**config.mk**
```make
export PLATFORM = sky130hd
export DESIGN_NAME = sha256_byte_stream_hasher
export DESIGN_NICKNAME = d
export VERILOG_FILES = /design/src/design/sha_pkg.sv /design/src/design/sha_front.sv /design/src/design/sha_queue.sv /design/src/design/sha_back.sv /design/src/design/sha256_byte_stream_hasher.sv
export SDC_FILE = /design/constraint.sdc
export NUM_CORES = 2
export LEC_CHECK = 0
export BUFFER_PORTS_ARGS = -buffer_cell sky130_fd_sc_hd__buf_2
export CORE_MARGIN = 3
export CORE_UTILIZATION = 53
export CTS_CLUSTER_SIZE = 20
export DETAILED_ROUTE_END_ITERATION = 16
export GPL_TIMING_DRIVEN = 1
export PLACE_DENSITY = 0.73
export SETUP_SLACK_MARGIN = 0.4
export SKIP_CTS_REPAIR_TIMING = 1
export SLEW_MARGIN = 20
export SYNTH_ARGS = -nofsm -noshare
export SYNTH_HDL_FRONTEND = slang
export SYNTH_SLANG_ARGS = --single-unit
export TNS_END_PERCENT = 5
```
**constraint.sdc**
```tcl
create_clock -name clock -period 72.1 [get_ports clock]
set_input_delay 0 -clock clock [delete_from_list [all_inputs] [get_ports clock]]
set_output_delay 0 -clock clock [all_outputs]
set_load 0.005 [all_outputs]
```
**src/design/sha_pkg.sv**
```systemverilog
// Shared types, constants and round functions of the SHA-256 byte-stream hasher.
`timescale 1ns / 1ps

package sha_pkg;

   localparam int BLOCK_BITS = 512;
   localparam int BLOCK_WORDS = 16;
   localparam int ROUNDS = 64;
   localparam int DIGEST_BITS = 256;
   localparam int QDEPTH = 2;
   localparam int QPTR_W = 1;

   localparam logic [5:0] LAST_FILL = 6'd63;
   localparam logic [5:0] LEN_POS = 6'd56;
   localparam logic [5:0] LAST_ROUND = 6'd63;
   localparam logic [7:0] PAD_MARK = 8'h80;
   localparam logic [60:0] TOTAL_MAX = '1;
   localparam logic [1:0] LAST_IDX = 2'd3;

   localparam logic [31:0] ROUND_K [ROUNDS] = '{
      32'h428a2f98, 32'h71374491, 32'hb5c0fbcf, 32'he9b5dba5, 32'h3956c25b,
      32'h59f111f1, 32'h923f82a4, 32'hab1c5ed5, 32'hd807aa98, 32'h12835b01,
      32'h243185be, 32'h550c7dc3, 32'h72be5d74, 32'h80deb1fe, 32'h9bdc06a7,
      32'hc19bf174, 32'he49b69c1, 32'hefbe4786, 32'h0fc19dc6, 32'h240ca1cc,
      32'h2de92c6f, 32'h4a7484aa, 32'h5cb0a9dc, 32'h76f988da, 32'h983e5152,
      32'ha831c66d, 32'hb00327c8, 32'hbf597fc7, 32'hc6e00bf3, 32'hd5a79147,
      32'h06ca6351, 32'h14292967, 32'h27b70a85, 32'h2e1b2138, 32'h4d2c6dfc,
      32'h53380d13, 32'h650a7354, 32'h766a0abb, 32'h81c2c92e, 32'h92722c85,
      32'ha2bfe8a1, 32'ha81a664b, 32'hc24b8b70, 32'hc76c51a3, 32'hd192e819,
      32'hd6990624, 32'hf40e3585, 32'h106aa070, 32'h19a4c116, 32'h1e376c08,
      32'h2748774c, 32'h34b0bcb5, 32'h391c0cb3, 32'h4ed8aa4a, 32'h5b9cca4f,
      32'h682e6ff3, 32'h748f82ee, 32'h78a5636f, 32'h84c87814, 32'h8cc70208,
      32'h90befffa, 32'ha4506ceb, 32'hbef9a3f7, 32'hc67178f2
   };

   localparam logic [31:0] INIT_H [8] = '{
      32'h6a09e667, 32'hbb67ae85, 32'h3c6ef372, 32'ha54ff53a,
      32'h510e527f, 32'h9b05688c, 32'h1f83d9ab, 32'h5be0cd19
   };

   // One 64-byte block handed from the front end to the compression engine.
   typedef struct packed {
      logic                  last_blk;
      logic [BLOCK_BITS-1:0] block;
   } job_type;

   function automatic logic [31:0] big_sig0(input logic [31:0] x);
      return {x[1:0], x[31:2]} ^ {x[12:0], x[31:13]} ^ {x[21:0], x[31:22]};
   endfunction

   function automatic logic [31:0] big_sig1(input logic [31:0] x);
      return {x[5:0], x[31:6]} ^ {x[10:0], x[31:11]} ^ {x[24:0], x[31:25]};
   endfunction

   function automatic logic [31:0] small_sig0(input logic [31:0] x);
      return {x[6:0], x[31:7]} ^ {x[17:0], x[31:18]} ^ {3'b000, x[31:3]};
   endfunction

   function automatic logic [31:0] small_sig1(input logic [31:0] x);
      return {x[16:0], x[31:17]} ^ {x[18:0], x[31:19]} ^ {10'b0, x[31:10]};
   endfunction

endpackage

```
**src/design/sha_front.sv**
```systemverilog
// Front end: takes message bytes, appends the padding and length, and emits full blocks.
`timescale 1ns / 1ps

module sha_front import sha_pkg::*; (
   input  logic       clock,
   input  logic       reset,
   input  logic       req_tvalid,
   output logic       req_tready,
   input  logic [7:0] req_tdata,   // [7:0] data_byte
   input  logic [0:0] req_tuser,   // [0] byte_valid
   input  logic       req_tlast,   // end_of_message
   input  logic       q_full,
   output logic       push_valid,
   output job_type    push_job
);

   typedef enum logic [3:0] {
      F_COLLECT = 4'b0001,
      F_MARK    = 4'b0010,
      F_ZERO    = 4'b0100,
      F_LEN     = 4'b1000
   } fstate_type;

   fstate_type            state_ff, state_in;
   logic [5:0]            fill_ff, fill_in;
   logic [60:0]           total_ff, total_in;
   logic [63:0]           len_ff, len_in;
   logic [BLOCK_BITS-1:0] blk_ff, blk_in;
   logic                  step;
   logic [7:0]            sbyte;
   logic                  accept;
   logic [60:0]           total_after;

   assign req_tready = (state_ff == F_COLLECT) && !q_full;
   assign accept = req_tvalid && req_tready;
   assign total_after = (req_tuser[0] && (total_ff != TOTAL_MAX)) ?
                        61'(total_ff + 61'd1) : total_ff;

   always_comb begin
      state_in = state_ff;
      fill_in = fill_ff;
      total_in = total_ff;
      len_in = len_ff;
      blk_in = blk_ff;
      step = 1'b0;
      sbyte = 8'h00;
      unique case (state_ff)
         F_COLLECT: begin
            if (accept) begin
               step = req_tuser[0];
               sbyte = req_tdata;
               if (req_tlast) begin
                  len_in = {total_after, 3'b000};
                  total_in = '0;
                  state_in = F_MARK;
               end else begin
                  total_in = total_after;
               end
            end
         end
         F_MARK: begin
            step = !q_full;
            sbyte = PAD_MARK;
            if (!q_full) begin
               state_in = (fill_ff == 6'(LEN_POS - 6'd1)) ? F_LEN : F_ZERO;
            end
         end
         F_ZERO: begin
            step = !q_full;
            if (!q_full && (fill_ff == 6'(LEN_POS - 6'd1))) begin
               state_in = F_LEN;
            end
         end
         F_LEN: begin
            step = !q_full;
            sbyte = len_ff[63:56];
            if (!q_full) begin
               len_in = {len_ff[55:0], 8'h00};
               if (fill_ff == LAST_FILL) begin
                  state_in = F_COLLECT;
               end
            end
         end
         default: state_in = F_COLLECT;
      endcase
      if (step) begin
         blk_in = {blk_ff[BLOCK_BITS-9:0], sbyte};
         fill_in = 6'(fill_ff + 6'd1);
      end
   end

   // A block leaves on the step that writes its 64th byte; the one finished
   // while the length goes in closes the message.
   assign push_valid = step && (fill_ff == LAST_FILL);
   assign push_job.last_blk = (state_ff == F_LEN);
   assign push_job.block = {blk_ff[BLOCK_BITS-9:0], sbyte};

   always_ff @(posedge clock) begin
      if (reset) begin
         state_ff <= F_COLLECT;
         fill_ff <= '0;
         total_ff <= '0;
      end else begin
         state_ff <= state_in;
         fill_ff <= fill_in;
         total_ff <= total_in;
      end
      len_ff <= len_in;
      blk_ff <= blk_in;
   end

endmodule

```
**src/design/sha_queue.sv**
```systemverilog
// Two-entry block queue between the front end and the compression engine.
`timescale 1ns / 1ps

module sha_queue import sha_pkg::*; (
   input  logic    clock,
   input  logic    reset,
   input  logic    push_valid,
   input  job_type push_job,
   output logic    q_full,
   input  logic    pop,
   output logic    q_valid,
   output job_type q_head
);

   job_type             q_ff [QDEPTH];
   logic [QPTR_W-1:0]   wr_ptr_ff, rd_ptr_ff;
   logic [QPTR_W:0]     cnt_ff;

   assign q_full = (cnt_ff == (QPTR_W+1)'(QDEPTH));
   assign q_valid = (cnt_ff != '0);
   assign q_head = q_ff[rd_ptr_ff];

   always_ff @(posedge clock) begin
      if (reset) begin
         wr_ptr_ff <= '0;
         rd_ptr_ff <= '0;
         cnt_ff <= '0;
      end else begin
         if (push_valid) begin
            wr_ptr_ff <= QPTR_W'(wr_ptr_ff + 1'b1);
         end
         if (pop) begin
            rd_ptr_ff <= QPTR_W'(rd_ptr_ff + 1'b1);
         end
         if (push_valid && !pop) begin
            cnt_ff <= (QPTR_W+1)'(cnt_ff + 1'b1);
         end else if (pop && !push_valid) begin
            cnt_ff <= (QPTR_W+1)'(cnt_ff - 1'b1);
         end
      end
      if (push_valid) begin
         q_ff[wr_ptr_ff] <= push_job;
      end
   end

endmodule

```
**src/design/sha_back.sv**
```systemverilog
// Back end: one compression round per cycle, hash update and digest output register.
`timescale 1ns / 1ps

module sha_back import sha_pkg::*; (
   input  logic        clock,
   input  logic        reset,
   input  logic        q_valid,
   input  job_type     q_head,
   output logic        pop,
   output logic        rsp_tvalid,
   input  logic        rsp_tready,
   output logic [63:0] rsp_tdata,   // [63:0] digest_word
   output logic [1:0]  rsp_tuser,   // [1:0] word_index
   output logic        rsp_tlast    // last_word
);

   typedef enum logic [2:0] {
      B_IDLE   = 3'b001,
      B_ROUND  = 3'b010,
      B_UPDATE = 3'b100
   } bstate_type;

   bstate_type             state_ff, state_in;
   logic [31:0]            hs_ff [8];
   logic [31:0]            hs_in [8];
   logic [31:0]            v_ff [8];
   logic [31:0]            v_in [8];
   logic [31:0]            w_ff [BLOCK_WORDS];
   logic [31:0]            w_in [BLOCK_WORDS];
   logic [5:0]             round_ff, round_in;
   logic                   last_ff, last_in;
   logic [DIGEST_BITS-1:0] dig_ff, dig_in;
   logic [1:0]             idx_ff, idx_in;
   logic                   busy_ff, busy_in;
   logic [31:0]            t1, t2, w_new;
   logic [31:0]            sums [8];

   assign t1 = v_ff[7] + big_sig1(v_ff[4]) + ((v_ff[4] & v_ff[5]) ^ (~v_ff[4] & v_ff[6]))
             + ROUND_K[round_ff] + w_ff[0];
   assign t2 = big_sig0(v_ff[0])
             + ((v_ff[0] & v_ff[1]) ^ (v_ff[0] & v_ff[2]) ^ (v_ff[1] & v_ff[2]));
   assign w_new = w_ff[0] + small_sig0(w_ff[1]) + w_ff[9] + small_sig1(w_ff[14]);

   always_comb begin
      for (int i = 0; i < 8; i++) begin
         sums[i] = hs_ff[i] + v_ff[i];
      end
   end

   always_comb begin
      state_in = state_ff;
      hs_in = hs_ff;
      v_in = v_ff;
      w_in = w_ff;
      round_in = round_ff;
      last_in = last_ff;
      dig_in = dig_ff;
      idx_in = idx_ff;
      busy_in = busy_ff;
      pop = 1'b0;
      if (busy_ff && rsp_tready) begin
         dig_in = {dig_ff[DIGEST_BITS-65:0], 64'h0};
         idx_in = 2'(idx_ff + 2'd1);
         if (idx_ff == LAST_IDX) begin
            busy_in = 1'b0;
         end
      end
      unique case (state_ff)
         B_IDLE: begin
            if (q_valid) begin
               pop = 1'b1;
               for (int i = 0; i < BLOCK_WORDS; i++) begin
                  w_in[i] = q_head.block[BLOCK_BITS-1-32*i -: 32];
               end
               v_in = hs_ff;
               round_in = '0;
               last_in = q_head.last_blk;
               state_in = B_ROUND;
            end
         end
         B_ROUND: begin
            for (int i = 0; i < BLOCK_WORDS-1; i++) begin
               w_in[i] = w_ff[i+1];
            end
            w_in[BLOCK_WORDS-1] = w_new;
            for (int i = 7; i > 0; i--) begin
               v_in[i] = v_ff[i-1];
            end
            v_in[4] = v_ff[3] + t1;
            v_in[0] = t1 + t2;
            round_in = 6'(round_ff + 6'd1);
            if (round_ff == LAST_ROUND) begin
               state_in = B_UPDATE;
            end
         end
         B_UPDATE: begin
            if (!last_ff) begin
               hs_in = sums;
               state_in = B_IDLE;
            end else if (!busy_ff) begin
               for (int i = 0; i < 8; i++) begin
                  dig_in[DIGEST_BITS-1-32*i -: 32] = sums[i];
               end
               hs_in = INIT_H;
               idx_in = '0;
               busy_in = 1'b1;
               state_in = B_IDLE;
            end
         end
         default: state_in = B_IDLE;
      endcase
   end

   assign rsp_tvalid = busy_ff;
   assign rsp_tdata = dig_ff[DIGEST_BITS-1 -: 64];
   assign rsp_tuser = idx_ff;
   assign rsp_tlast = (idx_ff == LAST_IDX);

   always_ff @(posedge clock) begin
      if (reset) begin
         state_ff <= B_IDLE;
         hs_ff <= INIT_H;
         round_ff <= '0;
         last_ff <= 1'b0;
         idx_ff <= '0;
         busy_ff <= 1'b0;
      end else begin
         state_ff <= state_in;
         hs_ff <= hs_in;
         round_ff <= round_in;
         last_ff <= last_in;
         idx_ff <= idx_in;
         busy_ff <= busy_in;
      end
      v_ff <= v_in;
      w_ff <= w_in;
      dig_ff <= dig_in;
   end

endmodule

```
**src/design/sha256_byte_stream_hasher.sv**
```systemverilog
// Top level of the SHA-256 byte-stream hasher: front end, block queue and compression engine.
// Message bytes are taken at one request per cycle while the front end is collecting and the block queue has room.
// In the compression engine each 64-byte block goes through load, 64 rounds and the hash update.
// At the end of a message the front end shifts in padding and length at one byte per cycle
// while the queue has room; the digest then leaves as four 64-bit words, one per accepted cycle.
// Reset is synchronous and active high: it empties the queue and restores the initial hash.
`timescale 1ns / 1ps

module sha256_byte_stream_hasher import sha_pkg::*; (
   input  logic        clock,
   input  logic        reset,
   input  logic        req_tvalid,
   output logic        req_tready,
   input  logic [7:0]  req_tdata,   // [7:0] data_byte
   input  logic [0:0]  req_tuser,   // [0] byte_valid
   input  logic        req_tlast,   // end_of_message
   output logic        rsp_tvalid,
   input  logic        rsp_tready,
   output logic [63:0] rsp_tdata,   // [63:0] digest_word
   output logic [1:0]  rsp_tuser,   // [1:0] word_index
   output logic        rsp_tlast    // last_word
);

   // Blocks travel from the front end to the engine through a two-entry
   // queue, so the front end can fill the next block while the engine works.
   logic    push_valid;
   job_type push_job;
   logic    q_full;
   logic    q_valid;
   job_type q_head;
   logic    pop;

   // The front end packs bytes, counts the message length and, after the
   // end of a message, feeds the 0x80 marker, zeros and the bit length
   // through the same byte path, so every block it emits is complete.
   sha_front u_front (
      .clock      (clock),
      .reset      (reset),
      .req_tvalid (req_tvalid),
      .req_tready (req_tready),
      .req_tdata  (req_tdata),
      .req_tuser  (req_tuser),
      .req_tlast  (req_tlast),
      .q_full     (q_full),
      .push_valid (push_valid),
      .push_job   (push_job)
   );

   sha_queue u_queue (
      .clock      (clock),
      .reset      (reset),
      .push_valid (push_valid),
      .push_job   (push_job),
      .q_full     (q_full),
      .pop        (pop),
      .q_valid    (q_valid),
      .q_head     (q_head)
   );

   // The engine runs one round per cycle and keeps the running hash. The
   // digest of a finished message sits in its own output register, so the
   // engine can go on with the next message while the words drain.
   sha_back u_back (
      .clock      (clock),
      .reset      (reset),
      .q_valid    (q_valid),
      .q_head     (q_head),
      .pop        (pop),
      .rsp_tvalid (rsp_tvalid),
      .rsp_tready (rsp_tready),
      .rsp_tdata  (rsp_tdata),
      .rsp_tuser  (rsp_tuser),
      .rsp_tlast  (rsp_tlast)
   );

   // The front end never hands a block to a full queue.
   a_no_push_full: assert property (@(posedge clock) disable iff (reset)
      push_valid |-> !q_full)
      else $error("block pushed into a full queue");

   // The engine never takes a block from an empty queue.
   a_no_pop_empty: assert property (@(posedge clock) disable iff (reset)
      pop |-> q_valid)
      else $error("block popped from an empty queue");

   // Once the final digest word is taken, the output register is empty.
   a_digest_drained: assert property (@(posedge clock) disable iff (reset)
      (rsp_tvalid && rsp_tready && rsp_tlast) |=> !rsp_tvalid)
      else $error("digest output still valid after its last word");

endmodule

```
# ---- After elaboration in Yosys (flattened, before gate mapping)
# Memory sizes are Yosys's and may differ from the RTL's. A register that Yosys moved wholly into a read port is not among the register bits.
# Index checks and enable logic that the tools add are counted.
dict set report op_classes {
  addsub 26
  magnitude_cmp 1
  eq_ne 23
  muxes 54
  bitwise 18
  n_reduce_logical 23
}
# operator n
set ops {}
lappend ops {{$mux 256} 7}
lappend ops {{$pmux 512 s2} 1}
lappend ops {{$add 32x32->32} 18}
lappend ops {{$mux 512} 1}
lappend ops {{$pmux 256 s2} 1}
lappend ops {{$xor 32x32->32} 9}
lappend ops {{$mux 64} 3}
lappend ops {{$and 32x32->32} 5}
lappend ops {{$pmux 64 s2} 1}
lappend ops {{$mux 61} 2}
lappend ops {{$mux 32} 2}
lappend ops {{$add 61x1->61 const B} 1}
lappend ops {{$ne 61x61->1 const B} 1}
lappend ops {{$not 32->32} 1}
lappend ops {{$xor 32x22->32} 1}
lappend ops {{$xor 32x29->32} 1}
lappend ops {{$mux 4} 7}
lappend ops {{$pmux 8 s3} 1}
lappend ops {{$eq 6x6->1 const B} 3}
lappend ops {{$pmux 4 s4} 1}
lappend ops {{$add 6x1->6 const B} 2}
lappend ops {{$mux 1} 12}
lappend ops {{$mux 2} 6}
lappend ops {{$mux 3} 4}
lappend ops {{29 further kinds} 54}
dict set report totals {
  ff_bits 1936
  ram_bits 1026
  mem_bits_ro 2048
  inputBits 14
  output_inout_bits 69
  elab_cells 193
  memories 2
}
# memory words word_bits read_ports rd_ports_with_merged_regs wr line
set mem_list {}
lappend mem_list {{(name not given)} 64 32 1 0 0 sha_back.sv:39} ;# + ROUND_K[round_ff] + w_ff[0];
lappend mem_list {u_queue.q_ff 2 513 1 1 1 sha_queue.sv:15} ;# job_type q_ff [QDEPTH];

# ---- Logic depth before layout (Yosys ltp)
dict set report logic_depth {
  depth_word 11
  ltp_mapped 42
  mapped_depth_nobuf 39
}

# ---- Hierarchy
# Synthesis repeated with hierarchy kept, for this count alone.
dict set report hier_totals {
  cells_unflattened 12012
  area_unflattened_um2 139114.7
}
# module instances cells_per_inst area_per_inst_um2
set by_module_without_submodules {}
lappend by_module_without_submodules {sha_back 1 8986 78816.8}
lappend by_module_without_submodules {sha_queue 1 1618 37410.9}
lappend by_module_without_submodules {sha_front 1 1408 22887.0}

# ---- Worst setup path after synthesis
# Ideal clock, no wire load.
dict set report synth_timing {
  path_type {register -> register}
  startpoint {reg u_front.state_ff[1]}
  endpoint {mem u_queue.q_ff[0][0] in the netlist's numbering, enable pin}
  setup_time_ps 1463
  arrival_ps 37747
  t_required_ps 70637
  slack_ps 32890
  stages_incl_launch_ff 8
  n_path_buf 2
  period_less_slack_ps 39210
  cell_sequence {dfxtp_1 clkbuf_1 or4b_2 clkbuf_1 and2_1 o22ai_2 nor2b_1 nor2b_1}
}
dict set report synth_between {
  elab_chain_cells 8
  elab_cells_between_ends 12
  classes_between {eq/ne: 4; mux: 4; reduce/logical: 4}
}
# item line
set synth_rtl {}
lappend synth_rtl {{start, declared} sha_front.sv:24} ;# fstate_type state_ff, state_in;
lappend synth_rtl {{start signal, assigned} sha_front.sv:104} ;# state_ff <= state_in;
lappend synth_rtl {{$eq 4x1->1} {sha_front.sv:34, sha_front.sv:47}}
lappend synth_rtl {{$logic_and 1x1->1} sha_front.sv:34} ;# assign req_tready = (state_ff == F_COLLECT) && !q_full;
lappend synth_rtl {{$logic_and 1x1->1} sha_front.sv:35} ;# assign accept = req_tvalid && req_tready;
lappend synth_rtl {{$mux 1} sha_front.sv:49} ;# if (accept) begin
lappend synth_rtl {{$pmux 1 s2 *} sha_front.sv:47} ;# unique case (state_ff)
lappend synth_rtl {{net u_front.step} sha_front.sv:29} ;# logic step;
lappend synth_rtl {{$logic_and 1x1->1 *} sha_front.sv:94} ;# assign push_valid = step && (fill_ff == LAST_FILL);
lappend synth_rtl {{net push_valid} sha256_byte_stream_hasher.sv:26} ;# logic push_valid;
lappend synth_rtl {{$mux 1 *} sha_queue.sv:41} ;# if (push_valid) begin
lappend synth_rtl {{$mux 1 (implied by the code) *} sha_queue.sv:42} ;# q_ff[wr_ptr_ff] <= push_job;
lappend synth_rtl {{end, declared} sha_queue.sv:15}
# The timed path passes the listed nets; every way through them passes the cells marked *.

==> metrics <==
outcome=completed; minimum clock period=10.57 ns; Vias=90,800; Avg Inst Size Synth=11.92 um2; routed len/inst=around 26 um; setup TNS=0 ns; Core ar.=around 0.25 mm2; die extent in x=513.0 um; Slew @ Worst Pin=approximately 1.4 ns; Synth Cell Area=0.1363 mm2; IO buf count=between 80 and 90; Combinational Power Share=around 1.6%; max-cap violations=0; Synth-to-Final Area Change=9.529%; Clock Path Buffers=4; Worst VDD drop=approximately 0.035 mV; H-tree depth=5; Non-Filler Instances=14,880; WS Path Type=flop to flop; cell mode on critical path=fa_1; Die ar.=about 0.26 mm2; grt ovf=0; Worst Hold Class=input pin to flop; Final Cycle Share=14.65%; clock sink total=2,960; fraction of layout cells with a size suffix above 1=6.602%; leakage power=0.05316 uW; DRC Markers=0; Syn Inst Count=around 11,000; first-pass GRT wire length=571,400 um; row cnt=185; Slew headroom=9.532%; top_reg_cell synth=edfxtp_1; CP endpoint kind=flop; vias per cell=6.102; most frequent cells after synthesis=edfxtp_1 (2,359), nand2_1 (1,925), o21ai_0 (953), nor2_1 (603), dfxtp_1 (601); initial drt markers=10,410; Initial Util=53.46%; final number of hold-violating endpoints=0; most common cell in the netlist=edfxtp_1; internal power=2796 uW; sequential share of power=54.2%; Worst Skew=~0.08 ns; drt first pass iters=6; Synth cell types=between 100 and 150; post-synthesis sequential area ratio=60.82%; power per cell area=23.64 mW/mm2; Pins Over Slew Limit=0; Post-Syn Nets=12,040; FF+latch count, synth=2,960; clock latency on the worst-skew pair=0.89 ns; I/O Pins=83; Switch Pwr=732.0 uW; die span in y=around 510 um; placer congestion estimate=0.9420; Post-synth ARST share=0%; Inst Count DP=14,320; Post-synth EDFFs=2,359; Ys Warns=0; final WL=385,200 um; CP peak stage delay=0.69 ns; worst path required time=between 70 and 80 ns; Clock Power Share=44.2%; largest net degree at the start of global routing=238; vias in the first global route=88,120; gr usage total=28.59%; synth top area cells=edfxtp_1 (52%), dfxtp_1 (8.8%), nand2_1 (5.3%); RSZ-0062 raised after global routing=no; Max Clock Freq=94.64 MHz; Worst-path clk slew=0.06 ns; critical path startpoint category=flop; Detail Placement HPWL=~260,000 um; Final nets=11,880; initial antenna violation count=14; Yosys top cell by area=edfxtp_1; TritonCTS clock tree=done; filler cell count=20,210; CTS buffer count=309; largest fanout on the critical path=17; Slowest-stage cell, CP=a31oi_1; post-route ant nets=0; clock tree root driver cell=clkbuf_16; Net Sw Frac=20.74%; Yosys top cell area share=51.99%; CP arrival=11.13 ns; final setup fails=0
-- cell type report --
class                      instances  area, um2  area share [%]
antenna                            3      7.507        0.005030
clock buffer                     399       8389           5.622
clock inverter                   147       1436          0.9625
inverter                         293       1100          0.7370
multi-input combinational       7497      49590           33.23
sequential                      2960      82880           55.54
tap                             3366       4212           2.822
timing repair buffer             215       1623           1.087
-- critical path: cells and delay by family (launching register included) --
family	cells	cell delay, ns
adder cells (fa/ha/maj)	7	3.13
flip-flops	1	0.33
XOR/XNOR	2	0.44
buffers and inverters	4	1.01
AO/OA/AOI/OAI	16	4.26
AND/OR/NAND/NOR	5	1.09
-- path summary, 6_finish.rpt --
check	startpoint	end	slack [ns]	cells past startpoint
min	reset	u_back.hs_ff[163]	0.16	3
max reg2reg	u_back.round_ff[1]	u_back.v_ff[255]	61.53	34
max	u_back.round_ff[1]	u_back.v_ff[255]	61.53	34
min reg2reg	u_front.blk_ff[503]	u_queue.q_ff[0][511]	0.44	0
-- flip-flops by register name (all words and copies together) (netlist names), 2 cells and up, named ones only --
| signal | cells |
|---|---|
| u_back.rsp_tuser | 2 |
| u_back.hs_ff | 256 |
| u_back.w_ff | 512 |
| u_front.blk_ff | 504 |
| u_queue.cnt_ff | 2 |
| u_back.state_ff | 3 |
| u_back.round_ff | 6 |
| u_front.total_ff | 61 |
| u_back.v_ff | 256 |
| u_front.fill_ff | 6 |
| u_queue.q_ff | 1026 |
| u_front.len_ff | 61 |
| u_front.state_ff | 4 |
| u_back.dig_ff | 256 |
-- layer usage --
metal | global-route usage [%] | vias to the layer above | part of all wire, %
met5 | 0 | - | 0.023
met4 | 10.38 | 14 | 4.2
met3 | 5.514 | 794 | 8.6
met2 | 43.35 | 3885 | 44
met1 | 41.14 | 45130 | 43
li1 | - | 40980 | -
-- power groups by stage --
stage / sequential [uW] / clock (uW) / combinational (uW)
after floorplan: 1940 / 0 / 39.5
after global placement: 1940 / 0 / 54.3
after detailed placement: 1950 / 0 / 55.4
after CTS: 1910 / 1590 / 55.5
after global routing: 1910 / 1650 / 61.5
final: 1910 / 1560 / 55.9
-- kinds of logic (layout without fill, tap and decap cells) --
family                   count (synthesis)  in the layout  synth area share (%)
AND/OR/NAND/NOR                       3149           3149                 9.787
flip-flops                            2960           2960                 60.82
AO/OA/AOI/OAI                         2504           2504                 11.33
buffers and inverters                  978           1054                 2.886
XOR/XNOR                               659            659                 4.236
adder cells (fa/ha/maj)                615            615                 6.680
multiplexers                           570            570                 4.255
other                                    0              3                     0
-- metrics by stage --
step,cell area [um2],setup WS (ns),power [uW],utilization (%),hold WS [ns]
after global placement,139300,61.57,1999,54.65,0.4035
after floorplan,136300,32.89,1983,-,0.2221
after detailed placement,139300,61.61,2001,54.65,0.3999
after global routing,149200,60.74,3629,58.56,0.1198
final,149200,61.53,3528,58.56,0.1646
after CTS,149100,61.53,3552,58.50,-0.4968
-- layout by cell type (no fill, tap or decap), types with 81 or more instances in the layout --
| master | count |
|---|---|
| a21o_1 | 179 |
| a21oi_1 | 518 |
| a221o_1 | 108 |
| a22oi_1 | 105 |
| a31oi_1 | 205 |
| and3_1 | 86 |
| buf_2 | 81 |
| buf_4 | 106 |
| clkbuf_16 | 316 |
| dfxtp_1 | 595 |
| edfxtp_1 | 2359 |
| fa_1 | 195 |
| ha_1 | 397 |
| inv_1 | 286 |
| mux2i_1 | 551 |
| nand2_1 | 1921 |
| nand3_1 | 126 |
| nor2_1 | 599 |
| nor3_1 | 89 |
| o21ai_0 | 952 |
| xnor2_1 | 481 |
| xor2_1 | 178 |
(Power assumes the default switching activity.)
